--- config.mk ---
export PLATFORM = sky130hd
export DESIGN_NAME = dlmr_ctrl
export DESIGN_NICKNAME = d
export VERILOG_FILES = /design/src/rtl/dense_layer_mac_with_reward_update_macros.svh /design/src/rtl/dlmr_pkg.sv /design/src/rtl/dlmr_ctrl.sv
export SDC_FILE = /design/constraint.sdc
export NUM_CORES = 1
export LEC_CHECK = 0
export BUFFER_PORTS_ARGS = -buffer_cell sky130_fd_sc_hd__buf_4
export CORE_MARGIN = 5
export CORE_UTILIZATION = 43
export CTS_BUF_LIST = sky130_fd_sc_hd__clkbuf_4 sky130_fd_sc_hd__clkbuf_8
export DETAILED_ROUTE_END_ITERATION = 10
export PLACE_DENSITY_LB_ADDON = 0.2
export SLEW_MARGIN = 15
export SYNTH_ARGS = -nofsm -noshare
export SYNTH_HDL_FRONTEND = slang
export SYNTH_SLANG_ARGS = --single-unit
--- constraint.sdc ---
create_clock -name clock -period 2.4 [get_ports clock]
set_input_delay 0.36 -clock clock [delete_from_list [all_inputs] [get_ports clock]]
set_output_delay 0.36 -clock clock [all_outputs]
set_load 0.02 [all_outputs]
--- src/rtl/dense_layer_mac_with_reward_update_macros.svh ---
// Assertion macros shared by the dense layer MAC block.
// Included by every RTL file that carries concurrent assertions.
`ifndef DENSE_LAYER_MAC_WITH_REWARD_UPDATE_MACROS_SVH
`define DENSE_LAYER_MAC_WITH_REWARD_UPDATE_MACROS_SVH
`ifndef SYNTH
`define DLMR_ASSERT(lbl, clk, rst, prop) \
   lbl: assert property (@(posedge clk) disable iff (rst) prop) \
      else $error("%m: property violated");
`define DLMR_NEVER(lbl, clk, rst, expr) \
   lbl: assert property (@(posedge clk) disable iff (rst) !(expr)) \
      else $error("%m: forbidden condition seen");
`else
`define DLMR_ASSERT(lbl, clk, rst, prop)
`define DLMR_NEVER(lbl, clk, rst, expr)
`endif
`endif

--- src/rtl/dlmr_pkg.sv ---
// Types and constants of the dense layer MAC block.
// Used by the controller, the datapath and the top level.
`default_nettype none
package dlmr_pkg;
   typedef enum logic [2:0] {
      CMD_LOAD  = 3'd0,
      CMD_ADD   = 3'd1,
      CMD_TICK  = 3'd2,
      CMD_LEARN = 3'd3,
      CMD_READ  = 3'd4
   } cmd_type;

   typedef enum logic [1:0] {
      KIND_SUM  = 2'd0,
      KIND_PROP = 2'd1,
      KIND_READ = 2'd2
   } kind_type;

   localparam logic CSR_ACTIVE_INPUTS = 1'b0;
   localparam logic CSR_ACTIVE_ROWS   = 1'b1;

   localparam int SQRT_STEPS   = 23;
   localparam int DIV_STEPS    = 16;
   localparam int DRAIN_CYCLES = 2;
   localparam int SUM_W        = 38;

   typedef enum logic [4:0] {
      ST_IDLE, ST_LOAD, ST_ADD_RD, ST_ADD_WR, ST_RD_ISSUE, ST_RD_OUT,
      ST_T_RUN, ST_T_DRAIN, ST_T_EMIT,
      ST_L_RD0, ST_L_W0, ST_L_MUL, ST_L_SQRT, ST_L_DELTA, ST_L_INC, ST_L_DIV,
      ST_L_RD, ST_L_WR, ST_L_OUT
   } state_type;

   typedef struct packed {
      logic capture;
      logic w_we;
      logic w_re;
      logic learn_wr;
      logic in_we;
      logic in_re;
      logic mac_issue;
      logic acc_clear;
      logic clear_inputs;
      logic learn_w0;
      logic learn_mul;
      logic sqrt_step;
      logic learn_delta;
      logic learn_inc;
      logic div_step;
      logic emit_sum;
      logic emit_prop;
      logic emit_read;
      logic last;
   } dp_cmd_type;

   typedef struct packed {
      logic out_free;
   } dp_status_type;
endpackage
`default_nettype wire

--- src/rtl/dlmr_ctrl.sv ---
// Controller of the dense layer MAC block: command sequencing, counters and
// configuration registers. Depends on dlmr_pkg.
`default_nettype none
module dlmr_ctrl #(
   parameter int MAX_ROWS   = 16,
   parameter int MAX_INPUTS = 64
) (
   input  wire logic                        clock,
   input  wire logic                        reset,
   input  wire logic                        req_tvalid,
   output logic                             req_tready,
   input  wire logic [2:0]                  req_cmd,
   input  wire logic [3:0]                  req_row,
   input  wire logic [5:0]                  req_col,
   input  wire logic                        csr_valid,
   output logic                             csr_ready,
   input  wire logic                        csr_index,
   input  wire logic [6:0]                  csr_data,
   input  wire dlmr_pkg::dp_status_type     status,
   output dlmr_pkg::dp_cmd_type             cmd,
   output logic [((MAX_ROWS > 1) ? $clog2(MAX_ROWS) : 1)-1:0]     row,
   output logic [((MAX_INPUTS > 1) ? $clog2(MAX_INPUTS) : 1)-1:0] col,
   output logic [$clog2(MAX_INPUTS+1)-1:0]  ni
);
   import dlmr_pkg::*;

   localparam int RW  = (MAX_ROWS > 1) ? $clog2(MAX_ROWS) : 1;
   localparam int CW  = (MAX_INPUTS > 1) ? $clog2(MAX_INPUTS) : 1;
   localparam int NIW = $clog2(MAX_INPUTS + 1);
   localparam int NRW = $clog2(MAX_ROWS + 1);

   state_type      state_ff, state_in;
   logic [RW-1:0]  row_ff, row_in;
   logic [CW-1:0]  col_ff, col_in;
   logic [4:0]     cnt_ff, cnt_in;
   logic [6:0]     ai_ff;
   logic [4:0]     ar_ff;
   logic [NRW-1:0] nr;
   logic           row_ok, col_ok, col_last, row_last;

   // Out-of-range register values clamp to one and to the store size.
   always_comb begin
      if (ai_ff == '0) begin
         ni = NIW'(1);
      end else if (int'(ai_ff) > MAX_INPUTS) begin
         ni = NIW'(MAX_INPUTS);
      end else begin
         ni = NIW'(ai_ff);
      end
      if (ar_ff == '0) begin
         nr = NRW'(1);
      end else if (int'(ar_ff) > MAX_ROWS) begin
         nr = NRW'(MAX_ROWS);
      end else begin
         nr = NRW'(ar_ff);
      end
   end

   assign row_ok   = int'(req_row) < MAX_ROWS;
   assign col_ok   = int'(req_col) < MAX_INPUTS;
   assign col_last = ((NIW+1)'(col_ff) + (NIW+1)'(1)) == (NIW+1)'(ni);
   assign row_last = ((NRW+1)'(row_ff) + (NRW+1)'(1)) == (NRW+1)'(nr);
   assign csr_ready = 1'b1;
   assign row = row_ff;
   assign col = col_ff;

   always_ff @(posedge clock) begin
      if (reset) begin
         state_ff <= ST_IDLE;
         ai_ff    <= 7'd64;
         ar_ff    <= 5'd16;
      end else begin
         state_ff <= state_in;
         if (csr_valid) begin
            if (csr_index == CSR_ACTIVE_INPUTS) begin
               ai_ff <= csr_data;
            end else begin
               ar_ff <= csr_data[4:0];
            end
         end
      end
      row_ff <= row_in;
      col_ff <= col_in;
      cnt_ff <= cnt_in;
   end

   always_comb begin
      state_in   = state_ff;
      row_in     = row_ff;
      col_in     = col_ff;
      cnt_in     = cnt_ff;
      cmd        = '0;
      req_tready = 1'b0;
      unique case (state_ff)
         ST_IDLE: begin
            req_tready = 1'b1;
            if (req_tvalid) begin
               cmd.capture = 1'b1;
               row_in      = RW'(req_row);
               col_in      = CW'(req_col);
               unique case (cmd_type'(req_cmd))
                  CMD_LOAD: begin
                     if (row_ok && col_ok) state_in = ST_LOAD;
                  end
                  CMD_ADD: begin
                     if (col_ok) state_in = ST_ADD_RD;
                  end
                  CMD_TICK: begin
                     row_in        = '0;
                     col_in        = '0;
                     cmd.acc_clear = 1'b1;
                     state_in      = ST_T_RUN;
                  end
                  CMD_LEARN: begin
                     col_in = '0;
                     if (row_ok) state_in = ST_L_RD0;
                  end
                  CMD_READ: begin
                     if (row_ok && col_ok) state_in = ST_RD_ISSUE;
                  end
                  default: ;
               endcase
            end
         end
         ST_LOAD: begin
            cmd.w_we = 1'b1;
            state_in = ST_IDLE;
         end
         ST_ADD_RD: begin
            cmd.in_re = 1'b1;
            state_in  = ST_ADD_WR;
         end
         ST_ADD_WR: begin
            cmd.in_we = 1'b1;
            state_in  = ST_IDLE;
         end
         ST_RD_ISSUE: begin
            cmd.w_re = 1'b1;
            state_in = ST_RD_OUT;
         end
         ST_RD_OUT: begin
            if (status.out_free) begin
               cmd.emit_read = 1'b1;
               cmd.last      = 1'b1;
               state_in      = ST_IDLE;
            end
         end
         ST_T_RUN: begin
            cmd.w_re      = 1'b1;
            cmd.in_re     = 1'b1;
            cmd.mac_issue = 1'b1;
            if (col_last) begin
               cnt_in   = '0;
               state_in = ST_T_DRAIN;
            end else begin
               col_in = col_ff + CW'(1);
            end
         end
         ST_T_DRAIN: begin
            if (cnt_ff == 5'(DRAIN_CYCLES - 1)) begin
               state_in = ST_T_EMIT;
            end else begin
               cnt_in = cnt_ff + 5'd1;
            end
         end
         ST_T_EMIT: begin
            if (status.out_free) begin
               cmd.emit_sum  = 1'b1;
               cmd.last      = row_last;
               cmd.acc_clear = 1'b1;
               if (row_last) begin
                  cmd.clear_inputs = 1'b1;
                  state_in         = ST_IDLE;
               end else begin
                  row_in   = row_ff + RW'(1);
                  col_in   = '0;
                  state_in = ST_T_RUN;
               end
            end
         end
         ST_L_RD0: begin
            cmd.w_re = 1'b1;
            state_in = ST_L_W0;
         end
         ST_L_W0: begin
            cmd.learn_w0 = 1'b1;
            state_in     = ST_L_MUL;
         end
         ST_L_MUL: begin
            cmd.learn_mul = 1'b1;
            cnt_in        = '0;
            state_in      = ST_L_SQRT;
         end
         ST_L_SQRT: begin
            cmd.sqrt_step = 1'b1;
            if (cnt_ff == 5'(SQRT_STEPS - 1)) begin
               state_in = ST_L_DELTA;
            end else begin
               cnt_in = cnt_ff + 5'd1;
            end
         end
         ST_L_DELTA: begin
            cmd.learn_delta = 1'b1;
            state_in        = ST_L_INC;
         end
         ST_L_INC: begin
            cmd.learn_inc = 1'b1;
            cnt_in        = '0;
            state_in      = ST_L_DIV;
         end
         ST_L_DIV: begin
            cmd.div_step = 1'b1;
            if (cnt_ff == 5'(DIV_STEPS - 1)) begin
               state_in = ST_L_RD;
            end else begin
               cnt_in = cnt_ff + 5'd1;
            end
         end
         ST_L_RD: begin
            cmd.w_re = 1'b1;
            state_in = ST_L_WR;
         end
         ST_L_WR: begin
            cmd.w_we     = 1'b1;
            cmd.learn_wr = 1'b1;
            if (col_last) begin
               state_in = ST_L_OUT;
            end else begin
               col_in   = col_ff + CW'(1);
               state_in = ST_L_RD;
            end
         end
         ST_L_OUT: begin
            if (status.out_free) begin
               cmd.emit_prop = 1'b1;
               cmd.last      = 1'b1;
               state_in      = ST_IDLE;
            end
         end
         default: state_in = ST_IDLE;
      endcase
   end
endmodule
`default_nettype wire

==> results.tsv, run 1 <==
metric	value	unit
Worst R2R End	cnt_ff[2]	
Setup Skew	0.007840	ns
fraction of layout cells with a size suffix above 1	0.3221	
failing checks	negative setup slack	
Hold Buf Count CTS	0	
Final setup viols	1	
status	finished with violations	
main flop type after synthesis	dfxtp_1	
fmax	410.4	MHz
xor-xnor portion of the synthesized cell area	0.05469	
mux contribution to synthesized area	0.004395	
Slew HR	0.4631	
final period demand of the worst path	2.436	ns
main combinational cell family by area after synthesis	simple AND/OR/NAND/NOR gates	
synth unique cells	66	
CTS tree	yes	
Compound-Gate Fraction of Synth Area	0.2373	
global-route wire length before repair	12.37	mm
crit path launch type	flip-flop	
die height	87.20	um
vias	2743	
total detailed-routing wirelength	7.368	mm
drc violations	0	
Initial Utilization	0.4380	
placed inst area	3252	um^2
row count	28	
Max VDD drop	503.0	uV
die width	87.20	um
Final Slew Violations	0	
# fillers	544	
period utilization	1.015	
max_cap viols	0	
wire per inst	15.01	um
clk_lat worst skew	0.28	ns
Tightest Pin Transition	0.7992	ns
WHS	0.3153	ns
Worst EP arrival	2.08	ns
Ys Warns	0	
gr usage total	0.1991	
most common cell after layout, fill and taps aside	buf_4	
FFs w/ async S/R, synth	0	
CTS Buffer Depth	2	
antenna fix cells	0	
Cells after Synth	329	
Synth Area in Adders	0.02930	
leakage	0.001436	uW
CTS root buf	clkbuf_8	
DRT Pass-1 Iters	4	
core area	5851	um^2
Post-synth EDFFs	15	
number of top-level pins	64	
syn_nets	361	
final number of hold-violating endpoints	0	
RePlAce Congestion	0.8877	
sequential share of the synthesized area	0.3086	
Seq cells post-synth	32	
H-tree depth	2	
Hold Crit Depth	3	
Synth Area in Simple Gates	0.3096	
worst-path maximum fanout	4	
HP Class	in -> reg	
mean number of vias per cell	5.587	
Worst Path Required	2.04	ns
Die Area	7603	um^2
Port Buffer Count	62	
Detail Placement HPWL	5.701	mm
TritonCTS buffer count	5	
Worst Path Class, Setup	reg -> out	
Sink Count	32	
Register-to-Register Setup Slack	0.08	ns
unrepaired setup endpoints after global routing	true	
final instance area	3516	um^2
PD cells	1012	nW/um^2
gr ovfl total	0	
Worst Hold End	ai_ff[6]	
Synth Cell Area	2562	um^2
Area growth, synth to finish	37.21	%
pin count of the biggest net entering global routing	20	
vias in the first global route	2629	
Crit. End Element	primary output	
hold_sp	csr_data[6]	
commonest non-fill, non-tap cells in the layout	94 x buf_4, 42 x nand2_1, 34 x nor2_1	
post-detailed-route count of antenna-violating nets	0	
Syn Area/Cell	7.789	um^2
CTS clock-pin slew for the worst setup and hold paths	0.07	ns
Reg2Reg Depth	7	
worst r2r src	col[0]	
initial antenna violation count	0	
Starting DRT DRC Count	140	
final worst slack	-0.03644	ns
Nets	447	
critical path, cell delays in order, from the launching register on:
cell and delay, ns:
edfxtp_1 0.39, ha_2 0.23, xnor2_2 0.15, o2bb2ai_2 0.14, or3_1 0.31, a32o_2 0.26, nor2_4 0.09, a31o_2 0.11
buf_6 0.11
synthesized netlist by cell type (6+ instances only):
cell | count | share of area
ha_1 | 6 | 0.029
o21ai_0 | 18 | 0.035
clkbuf_1 | 6 | 0.0088
dfxtp_1 | 17 | 0.13
nor2b_1 | 8 | 0.020
nand2_1 | 42 | 0.062
nor3_1 | 17 | 0.033
nand3_1 | 18 | 0.035
edfxtp_1 | 15 | 0.18
buf_2 | 7 | 0.014
inv_1 | 12 | 0.018
a21oi_1 | 21 | 0.041
xor2_1 | 8 | 0.027
xnor2_1 | 8 | 0.027
nor2_1 | 35 | 0.051
state kept, by name (all words and copies together), names as in the netlist:
signal,flops
col,6
row,4
state_ff,5
ar_ff,5
ai_ff,7
cnt_ff,5
final cells by class:
| type | instances | area [um^2] | area share |
|---|---|---|---|
| timing repair buffer | 97 | 739.5 | 0.2103 |
| inverter | 12 | 45.04 | 0.01281 |
| clock buffer | 7 | 96.34 | 0.02740 |
| sequential | 32 | 793.3 | 0.2256 |
| multi-input combinational | 267 | 1718 | 0.4886 |
| tap | 75 | 93.84 | 0.02669 |
| clock inverter | 1 | 30.03 | 0.008541 |
repair_timing:
action	in CTS	in global routing
endpoints found under the setup margin	7	15
cloned	0	0
gates resized for setup	5	9
hold endpoints to repair	0	0
pin swaps	10	7
setup buffers	7	3
kinds of logic (layout without fill, tap and decap cells):
kind of cell	after synthesis	after routing
AND/OR/NAND/NOR	155	155
AO/OA/AOI/OAI	88	88
flip-flops	32	32
buffers and inverters	30	117
XOR/XNOR	16	16
adder cells (fa/ha/maj)	6	6
other	1	1
multiplexers	1	1
metal layers:
layer,track usage,routed length [um]
met1,0.2737,3440
met4,0.05300,112
met3,0.02744,467
met5,0,0
met2,0.3278,3348
metrics by stage:
step | worst slack (ns) | TNS, ns | util | total power [uW] | std cells
after floorplan | 0.02418 | 0 | - | 2138 | 329
after global placement | 0.07117 | 0 | 0.5558 | 2768 | 473
after detailed placement | -0.03235 | -0.1614 | 0.5558 | 2787 | 473
after CTS | -0.02932 | -0.02932 | 0.5907 | 3451 | 488
after global routing | -0.1448 | -0.6439 | 0.6009 | 3803 | 491
final | -0.03644 | -0.03644 | 0.6009 | 3559 | 491
where the power goes:
part           leakage [uW]  switching (uW)  internal (uW)
Clock             0.0000645             195            366
Combinational       0.00109            1120            972
Sequential         0.000282             167            737
worst max-delay path by stage:
stage                       from  cells after the start         to
final                     row[1]                      8     cmd[0]
after global routing      row[1]                      8     cmd[0]
after CTS                 row[1]                      7     cmd[0]
after detailed placement  col[0]                      7  cnt_ff[0]
after global placement    col[1]                      7  cnt_ff[1]
after floorplan           row[0]                      7     cmd[0]
Note: power is estimated with default switching activity, not from simulation.
==> run 2: changes to the inputs <==
- SETUP_SLACK_MARGIN: not set -> 0.15
==> run 2 against run 1 <==
  * The flow still finishes with violations (negative setup slack)
  * Maximum frequency rose by 0.17%
  * Count of clock-buffer cells in the layout fell by 1
  * Sequential power rose by 5.3%
  * Die area did not move
  * Hold slack got worse by 0.0076 ns
  * Critical endpoint unchanged
  * Clock power fell by 5.9%
==> results.tsv, run 2 (same netlist as run 1, synthesis figures left out) <==
metric	value	unit
status	finished with violations	
failing checks	negative setup slack	
Sink Count	32	
H-tree depth	2	
Final setup viols	1	
Reg with most FFs	ai_ff	
antenna fix cells	0	
CTS Buffer Depth	2	
post-layout util	0.6168	
crit path launch type	flip-flop	
gr usage total	0.2053	
PD cells	1022	nW/um^2
Final Slew Violations	0	
Initial Utilization	0.4380	
Slew HR	0.5169	
vias	2797	
worst-path maximum fanout	4	
Crit. End Element	primary output	
Reg2Reg Depth	7	
max FFs per register	7	
Worst Hold End	ai_ff[6]	
Setup TNS	-0.03219	ns
fraction of layout cells with a size suffix above 1	0.3500	
final period demand of the worst path	2.432	ns
Worst Path Required	2.04	ns
unrepaired setup endpoints after global routing	true	
CTS clock-pin slew for the worst setup and hold paths	0.07	ns
leakage	0.001457	uW
post-detailed-route count of antenna-violating nets	0	
placed inst area	3279	um^2
Tightest Pin Transition	0.7192	ns
crit-path max cell delay	0.44	ns
pin count of the biggest net entering global routing	21	
final number of hold-violating endpoints	0	
Area growth, synth to finish	40.82	%
TritonCTS buffer count	5	
Worst EP arrival	2.07	ns
Starting DRT DRC Count	145	
fmax	411.2	MHz
CP top delay family	compound AO/OA/AOI/OAI gates	
Worst R2R End	cnt_ff[0]	
wire per inst	15.60	um
vias in the first global route	2638	
global-route wire length before repair	12.56	mm
commonest non-fill, non-tap cells in the layout	100 x buf_4, 42 x nand2_1, 34 x nor2_1	
Critical-path top delay cell	edfxtp_1	
worst-path cell chain	ha_4 > xnor2_2 > o2bb2ai_2 > or3_1 > a32o_2 > nor2_4 > a31o_4 > buf_6	
worst r2r src	col[1]	
CTS root buf	clkbuf_8	
WP buf/inv	1	
Hold Buf Count CTS	0	
Max VDD drop	608.7	uV
Port Buffer Count	62	
drc violations	0	
core area	5851	um^2
Setup Skew	0.001843	ns
Die Area	7603	um^2
Hold Crit Depth	3	
most common cell after layout, fill and taps aside	buf_4	
period utilization	1.013	
gr ovfl total	0	
final worst slack	-0.03219	ns
die width	87.20	um
HP Class	in -> reg	
die height	87.20	um
Detail Placement HPWL	5.799	mm
Register-to-Register Setup Slack	0.18	ns
hold_sp	csr_data[6]	
initial antenna violation count	0	
max_cap viols	0	
row count	28	
DRT Pass-1 Iters	5	
# fillers	537	
Worst Path Class, Setup	reg -> out	
RePlAce Congestion	0.8951	
Nets	451	
number of top-level pins	64	
dpl ws	-0.009101	ns
final instance area	3608	um^2
total detailed-routing wirelength	7.721	mm
clk_lat worst skew	0.28	ns
mean number of vias per cell	5.651	
CTS tree	yes	
[run 2: cell count changes in the layout (fill, tap and decap cells not counted), sizes merged]
cell,delta
buf,+4
clkinv,+1
clkbuf,-1
[run 2: worst max path at each step]
| stage | endpoint | startpoint | cells past startpoint |
|---|---|---|---|
| 2_1_floorplan | cnt_ff[0] | col[1] | 7 |
| 3_3_place_gp | cnt_ff[2] | col[1] | 7 |
| 3_5_place_dp | cnt_ff[2] | col[1] | 7 |
| 4_1_cts | cmd[0] | row[0] | 8 |
| 5_1_grt | cmd[0] | row[0] | 8 |
| 6_report | cmd[0] | row[0] | 8 |
[run 2: worst min-delay path, cell delays in order]
cell and delay [ns]:
buf_4 0.08, nand2_1 0.04, o211ai_1 0.07
[run 2: cell type report]
| type | count | area, um^2 | area share |
|---|---|---|---|
| multi-input combinational | 267 | 1799 | 0.4986 |
| clock inverter | 2 | 35.03 | 0.009709 |
| timing repair buffer | 101 | 762.0 | 0.2112 |
| inverter | 12 | 45.04 | 0.01248 |
| clock buffer | 6 | 76.32 | 0.02115 |
| sequential | 32 | 797.0 | 0.2209 |
| tap | 75 | 93.84 | 0.02601 |
[run 2: metal layers]
layer | routed length [um] | global-route usage | up-vias
met5 | 0 | 0 | -
li1 | - | - | 1380
met2 | 3762 | 0.3368 | 107
met4 | 126 | 0.06416 | 0
met1 | 3393 | 0.2737 | 1298
met3 | 439 | 0.03784 | 12
[run 2: report_power, final]
| part | total [uW] | internal [uW] | switching, uW | leakage, uW |
|---|---|---|---|---|
| combinational | 2210 | 1060 | 1150 | 0.00112 |
| sequential | 952 | 743 | 208 | 0.000283 |
| clock | 528 | 319 | 208 | 0.0000586 |
| total | 3690 | 2120 | 1570 | 0.00146 |
[run 2: stage by stage]
stage	std cells	power [uW]	hold WS, ns
2_1_floorplan	329	2230	0.4291
6_report	495	3689	0.3077
3_5_place_dp	469	2832	0.4937
5_1_grt	495	3919	0.3277
4_1_cts	489	3532	0.2994
3_3_place_gp	469	2806	0.4836
[run 2: repair_timing]
action | 4_1_cts | 5_1_grt
resized for setup | 5 | 13
endpoints found under the setup margin | 15 | 28
pin swaps | 6 | 4
setup buffers | 12 | 6
==> run 3: changes to the inputs <==
- SLEW_MARGIN: 15 -> not set
- clock period: 2.4 -> 2.05 ns (I/O delays scaled with it)
==> run 3 against run 2 <==
  * The flow still finishes with violations (negative setup slack)
  * Sequential power is 14% higher
  * First-iteration DRC count is 51% higher
  * Global-route usage is 1.6 points higher
  * Total power is 35% higher
  * Combinational power is 50% higher
  * Core utilization is 8.7 points higher
  * Clock power is 5.7% higher
  * Via count is 10% higher
==> results.tsv, run 3 (same netlist as run 1, synthesis figures left out) <==
metric	value	unit
GR peak layer	met2	
vias	3076	
die width	87.20	um
Area growth, synth to finish	60.60	%
worst r2r src	col[1]	
Nets	491	
GR Util met3	0.03406	
Worst R2R End	cnt_ff[2]	
total detailed-routing wirelength	8.651	mm
WP buf/inv	3	
Layout Cells excl Fill	535	
CTS Buffer Depth	2	
Tightest Pin Transition	0.5249	ns
mean number of vias per cell	5.750	
Starting DRT DRC Count	219	
Hold Buf Count CTS	0	
gr ovfl total	0	
Setup Skew	0.005928	ns
pin count of the biggest net entering global routing	21	
worst-path cell chain	buf_4 > buf_4 > nor4bb_2 > a2bb2oi_2 > a32o_2 > nor2_4 > a31o_4 > buf_6	
CTS clock-pin slew for the worst setup and hold paths	0.07	ns
status	finished with violations	
Port Buffer Count	62	
final worst slack	-0.3525	ns
worst-path maximum fanout	4	
final number of hold-violating endpoints	0	
row count	28	
Worst Setup SP	row[0]	
Detail Placement HPWL	6.203	mm
Final setup viols	19	
crit-path max cell delay	0.44	ns
core area	5851	um^2
met2 GRT Util	0.3616	
clk_lat worst skew	0.28	ns
die height	87.20	um
DRT Pass-1 Iters	5	
Worst Path Class, Setup	reg -> out	
number of top-level pins	64	
most common cell after layout, fill and taps aside	buf_4	
Die Area	7603	um^2
Max VDD drop	762.9	uV
unrepaired setup endpoints after global routing	true	
period utilization	1.172	
Worst EP arrival	2.10	ns
wire per inst	16.17	um
most frequent CP cell	buf_4	
post-detailed-route count of antenna-violating nets	0	
Final Slew Violations	0	
Reg2Reg Depth	7	
Reg with most FFs	ai_ff	
CTS tree	yes	
Placed Instances	511	
PD cells	1208	nW/um^2
max FFs per register	7	
CTS root buf	clkbuf_8	
worst setup path end	cmd[0]	
Critical-path top delay cell	edfxtp_1	
vias in the first global route	2899	
fmax	416.2	MHz
critical path depth	8	
gr usage total	0.2214	
drc violations	0	
met1 Use GR	0.2992	
CP top delay family	compound AO/OA/AOI/OAI gates	
max_cap viols	0	
antenna fix cells	0	
crit path launch type	flip-flop	
Sink Count	32	
Initial Utilization	0.4380	
HP Class	in -> reg	
commonest non-fill, non-tap cells in the layout	128 x buf_4, 39 x nand2_1, 32 x nor2_1	
Crit. End Element	primary output	
H-tree depth	2	
leakage	0.001688	uW
Register-to-Register Setup Slack	-0.26	ns
WHS	0.2667	ns
TritonCTS buffer count	5	
initial antenna violation count	0	
global-route wire length before repair	13.60	mm
RePlAce Congestion	0.9058	
Worst Path Required	1.74	ns
post-layout util	0.7034	
failing checks	negative setup slack	
final period demand of the worst path	2.403	ns
Slew HR	0.6494	
fraction of layout cells with a size suffix above 1	0.4609	
==> run 3: final cells by class <==
type                            count  area [um^2]
Multi-Input combinational cell    267         1964
Fill cell                         445         1735
Timing Repair Buffer              141         1104
Sequential cell                    32        804.5
Clock buffer                        8        103.9
Tap cell                           75        93.84
Inverter                           12        45.04
==> run 3: timing repair <==
item,4_1_cts,5_1_grt
resized for setup,26,33
setup buffers,11,5
pin swaps,13,14
setup endpoints to repair,35,36
==> run 3: worst min path at each step <==
stage                 from  endpoint  cells after the start
2_1_floorplan        reset  ar_ff[0]                      1
3_3_place_gp      ar_ff[2]  ar_ff[2]                      2
5_1_grt        csr_data[6]  ai_ff[6]                      3
6_report       csr_data[6]  ai_ff[6]                      3
4_1_cts        csr_data[6]  ai_ff[6]                      3
3_5_place_dp      ai_ff[4]  ai_ff[4]                      2
==> run 3: metrics by stage <==
step           cell area [um^2]  setup WS (ns)  TNS [ns]  total power [uW]
6_report                   4115        -0.3525    -3.298              4971
3_3_place_gp               3635        -0.1613    -1.525              3734
5_1_grt                    4115        -0.4270    -5.126              5270
3_5_place_dp               3635        -0.2305    -2.635              3791
2_1_floorplan              2695        -0.2249    -2.642              2658
4_1_cts                    3939        -0.3542    -2.664              4668
==> run 3: power by group <==
group | switching, uW | total, uW | internal, uW
clock network | 239 | 558 | 320
registers | 214 | 1090 | 876
logic | 1620 | 3320 | 1700
total | 2070 | 4970 | 2900
==> run 3: worst register-to-register path: cells and delay by family, from the launching register on <==
kind	cells	cell delay, ns
AOI/OAI and AO/OA	3	0.72
and+or+nand+nor	3	0.65
DFF	1	0.45
buffers and inverters	1	0.16
==> run 3: routing by layer <==
metal | share of wire | vias to the layer above | wire length (um)
met5 | 0 | - | 0
met4 | 0.024 | 0 | 205
met3 | 0.078 | 28 | 672
met2 | 0.48 | 139 | 4174
met1 | 0.42 | 1448 | 3599
li1 | - | 1461 | -
